`config.mk`:
```
export PLATFORM = sky130hd
export DESIGN_NAME = homing_cubic_trajectory_core
export DESIGN_NICKNAME = d
export VERILOG_FILES = /design/src/rtl/hct_pkg.sv /design/src/rtl/hct_divider.sv /design/src/rtl/homing_cubic_trajectory_core.sv
export SDC_FILE = /design/constraint.sdc
export NUM_CORES = 2
export LEC_CHECK = 0
export BUFFER_PORTS_ARGS = -buffer_cell sky130_fd_sc_hd__buf_4
export CAP_MARGIN = 20
export CORE_MARGIN = 1
export CORE_UTILIZATION = 45
export CTS_CLUSTER_SIZE = 12
export DETAILED_ROUTE_END_ITERATION = 12
export PLACE_DENSITY_LB_ADDON = 0.1
export SLEW_MARGIN = 20
export SYNTH_ARGS = -nofsm -noshare
export SYNTH_HDL_FRONTEND = slang
export SYNTH_SLANG_ARGS = --single-unit
```
`constraint.sdc`:
```
create_clock -name clock -period 18.9 [get_ports clock]
set_clock_uncertainty 0.05 [all_clocks]
set_input_delay 0 -clock clock [delete_from_list [all_inputs] [get_ports clock]]
set_output_delay 0 -clock clock [all_outputs]
set_load 0.05 [all_outputs]
```
`src/rtl/hct_pkg.sv`:
```
// ----------------------------------------------------------------------------
// Homing cubic trajectory package
// Shared widths, codes, sequencer states and divider interface types.
// ----------------------------------------------------------------------------
package hct_pkg;

   localparam int DUR_W      = 24;
   localparam int DIVD_W     = 42;
   localparam int CNT_W      = 6;
   localparam int CSR_IDX_W  = 3;
   localparam int CSR_DATA_W = 25;

   localparam logic [CNT_W-1:0] DIV_ITERS_FULL = 6'd42;
   localparam logic [CNT_W-1:0] DIV_ITERS_FRAC = 6'd30;

   localparam logic [CSR_IDX_W-1:0] CSR_TARGET_HIGH = 3'd0;
   localparam logic [CSR_IDX_W-1:0] CSR_TARGET_LOW  = 3'd1;
   localparam logic [CSR_IDX_W-1:0] CSR_SPEED       = 3'd2;
   localparam logic [CSR_IDX_W-1:0] CSR_TICK_PERIOD = 3'd3;
   localparam logic [CSR_IDX_W-1:0] CSR_MODE        = 3'd4;

   localparam logic [24:0] RST_TARGET_HIGH = 25'sd6553600;
   localparam logic [24:0] RST_TARGET_LOW  = -25'sd1310720;
   localparam logic [23:0] RST_SPEED       = 24'd524288;
   localparam logic [7:0]  RST_TICK_PERIOD = 8'd5;
   localparam logic        RST_MODE        = 1'b1;

   localparam logic KIND_START = 1'b0;
   localparam logic KIND_TICK  = 1'b1;

   typedef enum logic [3:0] {
      ST_IDLE,
      ST_PREP,
      ST_DIV_T,
      ST_DIV_S,
      ST_MUL_SS,
      ST_MUL_S3,
      ST_K,
      ST_MUL_PK,
      ST_MUL_W,
      ST_Y,
      ST_VNUM,
      ST_DIV_V,
      ST_FINAL,
      ST_DONE
   } state_type;

   typedef struct packed {
      logic              start;
      logic [DUR_W-1:0]  rem_init;
      logic [DIVD_W-1:0] dividend;
      logic [DUR_W-1:0]  divisor;
      logic [CNT_W-1:0]  iters;
   } div_req_type;

   typedef struct packed {
      logic              done;
      logic [DIVD_W-1:0] quotient;
   } div_rsp_type;

endpackage

```
`src/rtl/hct_divider.sv`:
```
// ----------------------------------------------------------------------------
// Homing cubic trajectory divider
// Restoring divider, one quotient bit per cycle, with a preset remainder.
// ----------------------------------------------------------------------------
module hct_divider (
   input  logic                clock,
   input  logic                reset,
   input  hct_pkg::div_req_type div_req,
   output hct_pkg::div_rsp_type div_rsp
);

   logic [hct_pkg::DUR_W-1:0]  rem_ff, rem_in;
   logic [hct_pkg::DIVD_W-1:0] dq_ff, dq_in;
   logic [hct_pkg::DUR_W-1:0]  dvs_ff, dvs_in;
   logic [hct_pkg::CNT_W-1:0]  cnt_ff, cnt_in;
   logic                       busy_ff, busy_in;
   logic [hct_pkg::DUR_W:0]    shifted;
   logic [hct_pkg::DUR_W:0]    diff;
   logic                       ge;

   assign shifted = {rem_ff, dq_ff[hct_pkg::DIVD_W-1]};
   assign ge      = shifted >= {1'b0, dvs_ff};
   assign diff    = shifted - {1'b0, dvs_ff};

   always_comb begin
      rem_in  = rem_ff;
      dq_in   = dq_ff;
      dvs_in  = dvs_ff;
      cnt_in  = cnt_ff;
      busy_in = busy_ff;
      if (div_req.start) begin
         rem_in  = div_req.rem_init;
         dq_in   = div_req.dividend;
         dvs_in  = div_req.divisor;
         cnt_in  = div_req.iters;
         busy_in = 1'b1;
      end else if (busy_ff) begin
         if (cnt_ff != '0) begin
            rem_in = ge ? diff[hct_pkg::DUR_W-1:0] : shifted[hct_pkg::DUR_W-1:0];
            dq_in  = {dq_ff[hct_pkg::DIVD_W-2:0], ge};
            cnt_in = cnt_ff - 1'b1;
         end else begin
            busy_in = 1'b0;
         end
      end
   end

   always_ff @(posedge clock) begin
      if (reset) begin
         busy_ff <= 1'b0;
         cnt_ff  <= '0;
      end else begin
         busy_ff <= busy_in;
         cnt_ff  <= cnt_in;
      end
      rem_ff <= rem_in;
      dq_ff  <= dq_in;
      dvs_ff <= dvs_in;
   end

   assign div_rsp.done     = busy_ff && (cnt_ff == '0);
   assign div_rsp.quotient = dq_ff;

endmodule

```
`src/rtl/homing_cubic_trajectory_core.sv`:
```
// ----------------------------------------------------------------------------
// Homing cubic trajectory core
// Rest-to-rest cubic homing reference for one joint, Q16.16 fixed point.
// ----------------------------------------------------------------------------
//  channel  ports                                     direction
//  req      req_valid/req_ready, kind, position, sw   in
//  rsp      rsp_valid/rsp_ready, cmd pos/vel, flags   out
//  csr      csr_write_en, csr_index, csr_wdata        in
//
//  Start, idle and homing ticks on a running segment go from PREP to DONE; a
//  running tick does the fraction divide, multiplies and velocity divide; an
//  opening tick does the duration divide first, ending there if zero-length or
//  homing. All divides share a restoring divider, one quotient bit per cycle.
//  Reset is synchronous; one request is in work at a time.
//  A finished result waits in the output register while a new request enters.
module homing_cubic_trajectory_core (
   input  logic                              clock,
   input  logic                              reset,
   input  logic                              req_valid,
   output logic                              req_ready,
   input  logic                              req_kind,
   input  logic signed [31:0]                req_measured_position,
   input  logic                              req_switch_level,
   output logic                              rsp_valid,
   input  logic                              rsp_ready,
   output logic signed [31:0]                rsp_cmd_position,
   output logic signed [31:0]                rsp_cmd_velocity,
   output logic                              rsp_homed,
   output logic                              rsp_busy_res,
   input  logic                              csr_write_en,
   input  logic [hct_pkg::CSR_IDX_W-1:0]     csr_index,
   input  logic [hct_pkg::CSR_DATA_W-1:0]    csr_wdata
);

   hct_pkg::state_type state_ff, state_in;

   logic [24:0] th_ff, tl_ff;
   logic [23:0] speed_ff;
   logic [7:0]  period_ff;
   logic        mode_ff;

   logic        active_ff, active_in;
   logic        seg_ff, seg_in;
   logic        sas_ff, sas_in;
   logic [31:0] start_ff, start_in;
   logic [31:0] mag_ff, mag_in;
   logic        neg_ff, neg_in;
   logic        dzero_ff, dzero_in;
   logic [23:0] dur_ff, dur_in;
   logic [23:0] elapsed_ff, elapsed_in;
   logic [31:0] last_ff, last_in;

   logic        kind_ff, kind_in;
   logic [31:0] meas_ff, meas_in;
   logic        sw_ff, sw_in;

   logic [63:0] prod_ff, prod_in;
   logic [29:0] s_ff, s_in;
   logic [29:0] s2_ff, s2_in;
   logic [31:0] k_ff, k_in;
   logic [33:0] pm_ff, pm_in;
   logic [47:0] y_ff, y_in;

   logic [31:0] res_pos_ff, res_pos_in;
   logic [31:0] res_vel_ff, res_vel_in;
   logic        res_homed_ff, res_homed_in;
   logic        res_busy_ff, res_busy_in;

   logic        rsp_valid_ff, rsp_valid_in;
   logic [31:0] rsp_pos_ff, rsp_pos_in;
   logic [31:0] rsp_vel_ff, rsp_vel_in;
   logic        rsp_homed_ff, rsp_homed_in;
   logic        rsp_busy_ff, rsp_busy_in;

   hct_pkg::div_req_type div_req;
   hct_pkg::div_rsp_type div_rsp;

   logic [31:0] mul_a, mul_b;
   logic [24:0] target;
   logic [33:0] delta, delta_abs;
   logic [23:0] sp_eff;
   logic [41:0] dur_num;
   logic [23:0] t_sat;
   logic        run_done;
   logic        open_done;
   logic        slot_free;
   logic [63:0] w_val;
   logic [63:0] y_sum;
   logic [57:0] vnum;
   logic [64:0] pm_sum;
   logic [35:0] pos_sum;
   logic [31:0] pos_sat;
   logic [31:0] vel_sat;
   logic [41:0] q;
   logic [24:0] el_next;

   hct_divider u_div (
      .clock   (clock),
      .reset   (reset),
      .div_req (div_req),
      .div_rsp (div_rsp)
   );

   assign q         = div_rsp.quotient;
   assign slot_free = !rsp_valid_ff || rsp_ready;
   assign target    = sw_ff ? th_ff : tl_ff;
   assign delta     = {{9{target[24]}}, target} - {{2{meas_ff[31]}}, meas_ff};
   assign delta_abs = delta[33] ? (34'd0 - delta) : delta;
   assign sp_eff    = (speed_ff == '0) ? 24'd1 : speed_ff;
   assign dur_num   = {delta_abs[31:0], 10'd0} - {6'd0, delta_abs[31:0], 4'd0}
                    - {7'd0, delta_abs[31:0], 3'd0} + {19'd0, sp_eff[23:1]};
   assign t_sat     = (q[41:24] != '0) ? 24'hFFFFFF : q[23:0];
   assign run_done  = !sw_ff && (!mode_ff || sas_ff);
   assign open_done = !sw_ff && !mode_ff;
   assign w_val     = {prod_ff[61:0], 2'b0} + {prod_ff[62:0], 1'b0};
   assign y_sum     = w_val + 64'd8192;
   assign vnum      = {y_ff, 10'd0} - {6'd0, y_ff, 4'd0} - {7'd0, y_ff, 3'd0}
                    + {19'd0, dur_ff, 15'd0};
   assign pm_sum    = {1'b0, prod_ff} + 65'd536870912;
   assign pos_sum   = {{4{start_ff[31]}}, start_ff}
                    + (neg_ff ? (36'd0 - {2'b0, pm_ff}) : {2'b0, pm_ff});
   assign pos_sat   = (pos_sum[35:31] == 5'b00000 || pos_sum[35:31] == 5'b11111)
                    ? pos_sum[31:0]
                    : (pos_sum[35] ? 32'h8000_0000 : 32'h7FFF_FFFF);
   assign el_next   = {1'b0, elapsed_ff} + {17'd0, period_ff};

   always_comb begin
      if (neg_ff) begin
         vel_sat = (q > 42'h0_8000_0000) ? 32'h8000_0000 : (32'd0 - q[31:0]);
      end else begin
         vel_sat = (q >= 42'h0_8000_0000) ? 32'h7FFF_FFFF : q[31:0];
      end
   end

   // next state
   always_comb begin
      state_in = state_ff;
      case (state_ff)
         hct_pkg::ST_IDLE: begin
            if (req_valid) state_in = hct_pkg::ST_PREP;
         end
         hct_pkg::ST_PREP: begin
            if (kind_ff == hct_pkg::KIND_START || !active_ff) begin
               state_in = hct_pkg::ST_DONE;
            end else if (!seg_ff) begin
               state_in = hct_pkg::ST_DIV_T;
            end else if (run_done) begin
               state_in = hct_pkg::ST_DONE;
            end else begin
               state_in = hct_pkg::ST_DIV_S;
            end
         end
         hct_pkg::ST_DIV_T: begin
            if (div_rsp.done) begin
               if (dzero_ff || t_sat == '0 || open_done) begin
                  state_in = hct_pkg::ST_DONE;
               end else begin
                  state_in = hct_pkg::ST_DIV_S;
               end
            end
         end
         hct_pkg::ST_DIV_S: begin
            if (div_rsp.done) state_in = hct_pkg::ST_MUL_SS;
         end
         hct_pkg::ST_MUL_SS: state_in = hct_pkg::ST_MUL_S3;
         hct_pkg::ST_MUL_S3: state_in = hct_pkg::ST_K;
         hct_pkg::ST_K:      state_in = hct_pkg::ST_MUL_PK;
         hct_pkg::ST_MUL_PK: state_in = hct_pkg::ST_MUL_W;
         hct_pkg::ST_MUL_W:  state_in = hct_pkg::ST_Y;
         hct_pkg::ST_Y:      state_in = hct_pkg::ST_VNUM;
         hct_pkg::ST_VNUM:   state_in = hct_pkg::ST_DIV_V;
         hct_pkg::ST_DIV_V: begin
            if (div_rsp.done) state_in = hct_pkg::ST_FINAL;
         end
         hct_pkg::ST_FINAL: state_in = hct_pkg::ST_DONE;
         hct_pkg::ST_DONE: begin
            if (slot_free) state_in = hct_pkg::ST_IDLE;
         end
         default: state_in = hct_pkg::ST_IDLE;
      endcase
   end

   // sequencer outputs: divider launch and multiplier operands
   always_comb begin
      div_req = '0;
      mul_a   = '0;
      mul_b   = '0;
      case (state_ff)
         hct_pkg::ST_PREP: begin
            if (kind_ff == hct_pkg::KIND_TICK && active_ff) begin
               if (!seg_ff) begin
                  div_req.start    = 1'b1;
                  div_req.dividend = dur_num;
                  div_req.divisor  = sp_eff;
                  div_req.iters    = hct_pkg::DIV_ITERS_FULL;
               end else if (!run_done) begin
                  div_req.start    = 1'b1;
                  div_req.rem_init = elapsed_ff;
                  div_req.divisor  = dur_ff;
                  div_req.iters    = hct_pkg::DIV_ITERS_FRAC;
               end
            end
         end
         hct_pkg::ST_DIV_T: begin
            if (div_rsp.done && !(dzero_ff || t_sat == '0 || open_done)) begin
               div_req.start   = 1'b1;
               div_req.divisor = t_sat;
               div_req.iters   = hct_pkg::DIV_ITERS_FRAC;
            end
         end
         hct_pkg::ST_MUL_SS: begin
            mul_a = {2'b0, s_ff};
            mul_b = {2'b0, s_ff};
         end
         hct_pkg::ST_MUL_S3: begin
            mul_a = {2'b0, prod_ff[59:30]};
            mul_b = {2'b0, s_ff};
         end
         hct_pkg::ST_MUL_PK: begin
            mul_a = mag_ff;
            mul_b = k_ff;
         end
         hct_pkg::ST_MUL_W: begin
            mul_a = mag_ff;
            mul_b = {2'b0, s_ff - s2_ff};
         end
         hct_pkg::ST_VNUM: begin
            div_req.start    = 1'b1;
            div_req.dividend = vnum[57:16];
            div_req.divisor  = dur_ff;
            div_req.iters    = hct_pkg::DIV_ITERS_FULL;
         end
         default: begin
            div_req = '0;
         end
      endcase
   end

   // datapath
   always_comb begin
      active_in    = active_ff;
      seg_in       = seg_ff;
      sas_in       = sas_ff;
      start_in     = start_ff;
      mag_in       = mag_ff;
      neg_in       = neg_ff;
      dzero_in     = dzero_ff;
      dur_in       = dur_ff;
      elapsed_in   = elapsed_ff;
      last_in      = last_ff;
      kind_in      = kind_ff;
      meas_in      = meas_ff;
      sw_in        = sw_ff;
      prod_in      = mul_a * mul_b;
      s_in         = s_ff;
      s2_in        = s2_ff;
      k_in         = k_ff;
      pm_in        = pm_ff;
      y_in         = y_ff;
      res_pos_in   = res_pos_ff;
      res_vel_in   = res_vel_ff;
      res_homed_in = res_homed_ff;
      res_busy_in  = res_busy_ff;
      rsp_valid_in = rsp_valid_ff && !rsp_ready;
      rsp_pos_in   = rsp_pos_ff;
      rsp_vel_in   = rsp_vel_ff;
      rsp_homed_in = rsp_homed_ff;
      rsp_busy_in  = rsp_busy_ff;
      case (state_ff)
         hct_pkg::ST_IDLE: begin
            kind_in = req_kind;
            meas_in = req_measured_position;
            sw_in   = req_switch_level;
         end
         hct_pkg::ST_PREP: begin
            res_pos_in   = last_ff;
            res_vel_in   = '0;
            res_homed_in = 1'b0;
            res_busy_in  = 1'b1;
            if (kind_ff == hct_pkg::KIND_START) begin
               if (!active_ff) begin
                  active_in = 1'b1;
                  seg_in    = 1'b0;
               end
            end else if (!active_ff) begin
               res_busy_in = 1'b0;
            end else if (!seg_ff) begin
               start_in = meas_ff;
               sas_in   = sw_ff;
               mag_in   = delta_abs[31:0];
               neg_in   = delta[33];
               dzero_in = (delta == '0);
            end else if (run_done) begin
               active_in    = 1'b0;
               seg_in       = 1'b0;
               last_in      = '0;
               res_pos_in   = '0;
               res_homed_in = 1'b1;
               res_busy_in  = 1'b0;
            end
         end
         hct_pkg::ST_DIV_T: begin
            if (div_rsp.done) begin
               if (dzero_ff || t_sat == '0) begin
                  last_in    = meas_ff;
                  res_pos_in = meas_ff;
               end else if (open_done) begin
                  dur_in       = t_sat;
                  elapsed_in   = '0;
                  active_in    = 1'b0;
                  seg_in       = 1'b0;
                  last_in      = '0;
                  res_pos_in   = '0;
                  res_homed_in = 1'b1;
                  res_busy_in  = 1'b0;
               end else begin
                  dur_in     = t_sat;
                  elapsed_in = '0;
                  seg_in     = 1'b1;
               end
            end
         end
         hct_pkg::ST_DIV_S: begin
            if (div_rsp.done) s_in = q[29:0];
         end
         hct_pkg::ST_MUL_S3: begin
            s2_in = prod_ff[59:30];
         end
         hct_pkg::ST_K: begin
            k_in = {2'b0, s2_ff} + {1'b0, s2_ff, 1'b0} - {1'b0, prod_ff[59:30], 1'b0};
         end
         hct_pkg::ST_MUL_W: begin
            pm_in = pm_sum[63:30];
         end
         hct_pkg::ST_Y: begin
            y_in = y_sum[61:14];
         end
         hct_pkg::ST_FINAL: begin
            res_pos_in = pos_sat;
            res_vel_in = vel_sat;
            last_in    = pos_sat;
            if (el_next >= {1'b0, dur_ff}) begin
               elapsed_in = dur_ff;
               seg_in     = 1'b0;
            end else begin
               elapsed_in = el_next[23:0];
            end
         end
         hct_pkg::ST_DONE: begin
            if (slot_free) begin
               rsp_valid_in = 1'b1;
               rsp_pos_in   = res_pos_ff;
               rsp_vel_in   = res_vel_ff;
               rsp_homed_in = res_homed_ff;
               rsp_busy_in  = res_busy_ff;
            end
         end
         default: begin
            kind_in = kind_ff;
         end
      endcase
   end

   always_ff @(posedge clock) begin
      if (reset) begin
         state_ff     <= hct_pkg::ST_IDLE;
         th_ff        <= hct_pkg::RST_TARGET_HIGH;
         tl_ff        <= hct_pkg::RST_TARGET_LOW;
         speed_ff     <= hct_pkg::RST_SPEED;
         period_ff    <= hct_pkg::RST_TICK_PERIOD;
         mode_ff      <= hct_pkg::RST_MODE;
         active_ff    <= 1'b0;
         seg_ff       <= 1'b0;
         last_ff      <= '0;
         rsp_valid_ff <= 1'b0;
      end else begin
         state_ff     <= state_in;
         active_ff    <= active_in;
         seg_ff       <= seg_in;
         last_ff      <= last_in;
         rsp_valid_ff <= rsp_valid_in;
         if (csr_write_en) begin
            case (csr_index)
               hct_pkg::CSR_TARGET_HIGH: th_ff     <= csr_wdata;
               hct_pkg::CSR_TARGET_LOW:  tl_ff     <= csr_wdata;
               hct_pkg::CSR_SPEED:       speed_ff  <= csr_wdata[23:0];
               hct_pkg::CSR_TICK_PERIOD: period_ff <= csr_wdata[7:0];
               hct_pkg::CSR_MODE:        mode_ff   <= csr_wdata[0];
               default:                  mode_ff   <= mode_ff;
            endcase
         end
      end
      sas_ff       <= sas_in;
      start_ff     <= start_in;
      mag_ff       <= mag_in;
      neg_ff       <= neg_in;
      dzero_ff     <= dzero_in;
      dur_ff       <= dur_in;
      elapsed_ff   <= elapsed_in;
      kind_ff      <= kind_in;
      meas_ff      <= meas_in;
      sw_ff        <= sw_in;
      prod_ff      <= prod_in;
      s_ff         <= s_in;
      s2_ff        <= s2_in;
      k_ff         <= k_in;
      pm_ff        <= pm_in;
      y_ff         <= y_in;
      res_pos_ff   <= res_pos_in;
      res_vel_ff   <= res_vel_in;
      res_homed_ff <= res_homed_in;
      res_busy_ff  <= res_busy_in;
      rsp_pos_ff   <= rsp_pos_in;
      rsp_vel_ff   <= rsp_vel_in;
      rsp_homed_ff <= rsp_homed_in;
      rsp_busy_ff  <= rsp_busy_in;
   end

   assign req_ready        = (state_ff == hct_pkg::ST_IDLE);
   assign rsp_valid        = rsp_valid_ff;
   assign rsp_cmd_position = rsp_pos_ff;
   assign rsp_cmd_velocity = rsp_vel_ff;
   assign rsp_homed        = rsp_homed_ff;
   assign rsp_busy_res     = rsp_busy_ff;

endmodule

```
==> metrics.cfg <==
[floorplanning]
start_util=0.4530
ios=135
core_um2=183100
die_w_um=431.3
num_rows=157
floorplan.die_area_um2=186000
die_y_um=431.3

[worst_setup_path]
critical_path.most_common_cell=fa_1
startpoint_type=flip-flop
crit_slowest_cell=a311oi_1
critPathCaptureType=flip-flop
worst-setup-path-type=reg2reg
arrival_ns=13.59
crit_path_max_incr_delay_ns=1.01
cp_max_fo=18
worstPathRequired_ns=19.48

[sta]
setup_viol=0
worstMarginPinSlew_ns=1.184
tns_ns=0
fin_crit_sh=0.6884
whs_ns=0.05281
hold_viol_final=0
maxSlewHeadroom=0.2089
layout_min_cycle_time_ns=13.01
max_freq_mhz=76.85
rsz0062_at_grt=false
maxSlewViolCount=0

[clocking]
clkTransAtPathRegs_ns=0.07
cts-resized-gates=0
h-tree-depth=3
cts_buffer_depth=3
root_buffer=clkbuf_16
clock-sinks=738
cts_made_buffers=88
post_cts_buffers=0
cts_tree=yes
cts_hold_buf=115
clk_latency_ns=0.72

[run]
drv_cap=0

[final_layout]
drive_gt1_frac=0.06300
final_cells=11560
area.growth.synth_to_final_pct=9.492
fillers=17320
nets=10850

[route]
vias_per_cell=5.683
postRouteAntennaNets=0
wl_um=285600
wire_per_inst_um=24.70
first_pass_iters=6
drtIter0Drc=6027
drc=0
vias=65700

[grt]
grt.total_usage=0.3069
grt_start_max_net_pins=99
antenna_found_initial=17
grt_overflow=0
grt_pass1_vias=65020
grt_pass1_wl_um=424600

[placed_design]
gp_congestion=0.9742
numPortBuffers=134
dp_hpwl_um=219800
dp_cells=11280

[synth]
synth.top_cell.area_share=0.2511
synth_edf_count=545
ys_seq_area_frac=0.2439
postSynthCellCount=8947
yosys_warnings=0
avgSynthCellArea_um2=9.269
synth_fp_nets=10770
async_flop_share=0
synth.area.top_cells=fa_1 25%, edfxtp_1 20%, ha_1 11%, inv_1 6.2%, nand2_1 5.3%
synth_area_leader_cell=fa_1
ys_ff_latch=738
synth_cell_types=90
netlist_area_um2=82930
synth_flop_cell=edfxtp_1

[hold_path]
min_path_type=in2reg

[outcome]
status=finished clean

-- flip-flops by register name (all words and copies together) (netlist names), 34 cells and up --
signal       cells
prod_ff         64
y_ff            48
u_div.dq_ff     42
pm_ff           34
-- layout make-up --
| type | instances | area (µm²) | share of cell area |
|---|---|---|---|
| multi-input combinational | 6436 | 56240 | 0.6193 |
| sequential | 738 | 20230 | 0.2228 |
| inverter | 1367 | 5134 | 0.05654 |
| timing repair buffer | 391 | 3238 | 0.03566 |
| tap | 2464 | 3083 | 0.03395 |
| clock buffer | 115 | 2396 | 0.02639 |
| clock inverter | 48 | 480.5 | 0.005291 |
| antenna | 2 | 5.005 | 0.00005512 |
-- worst paths after layout --
kind	end	slack [ns]	startpoint	cells after the start
hold reg to reg	rsp_cmd_position[20]	0.36	res_pos_ff[20]	0
setup reg to reg	prod_ff[63]	5.89	s2_ff[1]	37
setup / recovery	prod_ff[63]	5.89	s2_ff[1]	37
hold / removal	th_ff[18]	0.05	csr_wdata[18]	4
-- metal layers --
metal,track usage,wire [µm],up-vias
met1,0.4469,127700,32950
li1,-,-,29580
met3,0.06569,26310,424
met4,0.08935,9637,6
met2,0.4569,121900,2745
met5,0,46,-
-- cell usage after synthesis (80+ instances only) --
cell and n:
a21o_1 219, a21oi_1 503, a22oi_1 109, and2_1 82
clkbuf_1 368, dfxtp_1 193, edfxtp_1 545, fa_1 1040
ha_1 717, inv_1 1366, nand2_1 1171, nand3_1 82
nor2_1 774, nor3_1 80, o21ai_0 252, xnor2_1 285
xor2_1 159
-- logic make-up (layout without fill, tap and decap cells) --
logic type | count (synthesis) | count (layout) | share of synthesized area
flip-flops | 738 | 738 | 0.2439
adder cells (fa/ha/maj) | 1757 | 1757 | 0.3592
XOR/XNOR | 445 | 445 | 0.04709
buffers and inverters | 1773 | 1921 | 0.08082
multiplexers | 55 | 55 | 0.007016
AO/OA/AOI/OAI | 1622 | 1622 | 0.1285
other | 0 | 2 | 0
AND/OR/NAND/NOR | 2557 | 2557 | 0.1334
-- cell usage in the layout (no fill, tap or decap), types with 18 or more instances in the layout --
master and instances:
xnor2_1 285, nor4_1 20, dfxtp_1 193, nand2b_1 50, o41ai_1 20, a221o_1 24, clkbuf_1 20, nor3_1 74
a31oi_1 63, a21oi_1 501, nor2b_1 47, clkbuf_16 90, o21a_1 67, nor2_1 768, edfxtp_1 545, o211ai_1 23
ha_1 717, o31ai_1 44, a211oi_1 43, a22oi_1 109, and3_1 41, o21ai_0 251, or3_1 38, and2_1 78
nand3b_1 22, nand2_1 1162, or2_2 42, nand4_1 48, buf_4 274, fa_1 1040, mux2_2 25, o21bai_1 53
nand3_1 81, dlygate4sd3_1 115, xor2_1 159, inv_1 1363, a221oi_1 18, mux2i_1 30, a21o_1 219
-- stage by stage --
stage / area, µm² / worst slack, ns / util
2_1_floorplan: 82930 / 8.598 / -
3_3_place_gp: 86720 / 6.422 / 0.4737
3_5_place_dp: 86750 / 6.329 / 0.4738
4_1_cts: 90770 / 6.236 / 0.4958
5_1_grt: 90800 / 5.270 / 0.4959
6_report: 90800 / 5.888 / 0.4960
-- worst max-delay path: cells and delay by family, from the launching register on --
family / cells / cell delay (ns)
compound gates: 17 / 5.85
fa+ha+maj: 10 / 4.71
simple gates: 5 / 1.28
flops: 1 / 0.35
mux: 1 / 0.33
buf+inv: 4 / 0.33
Power is left out: the tool's default activity adds up to more than one toggle a clock period on the data nets, which glitch-free logic cannot reach.
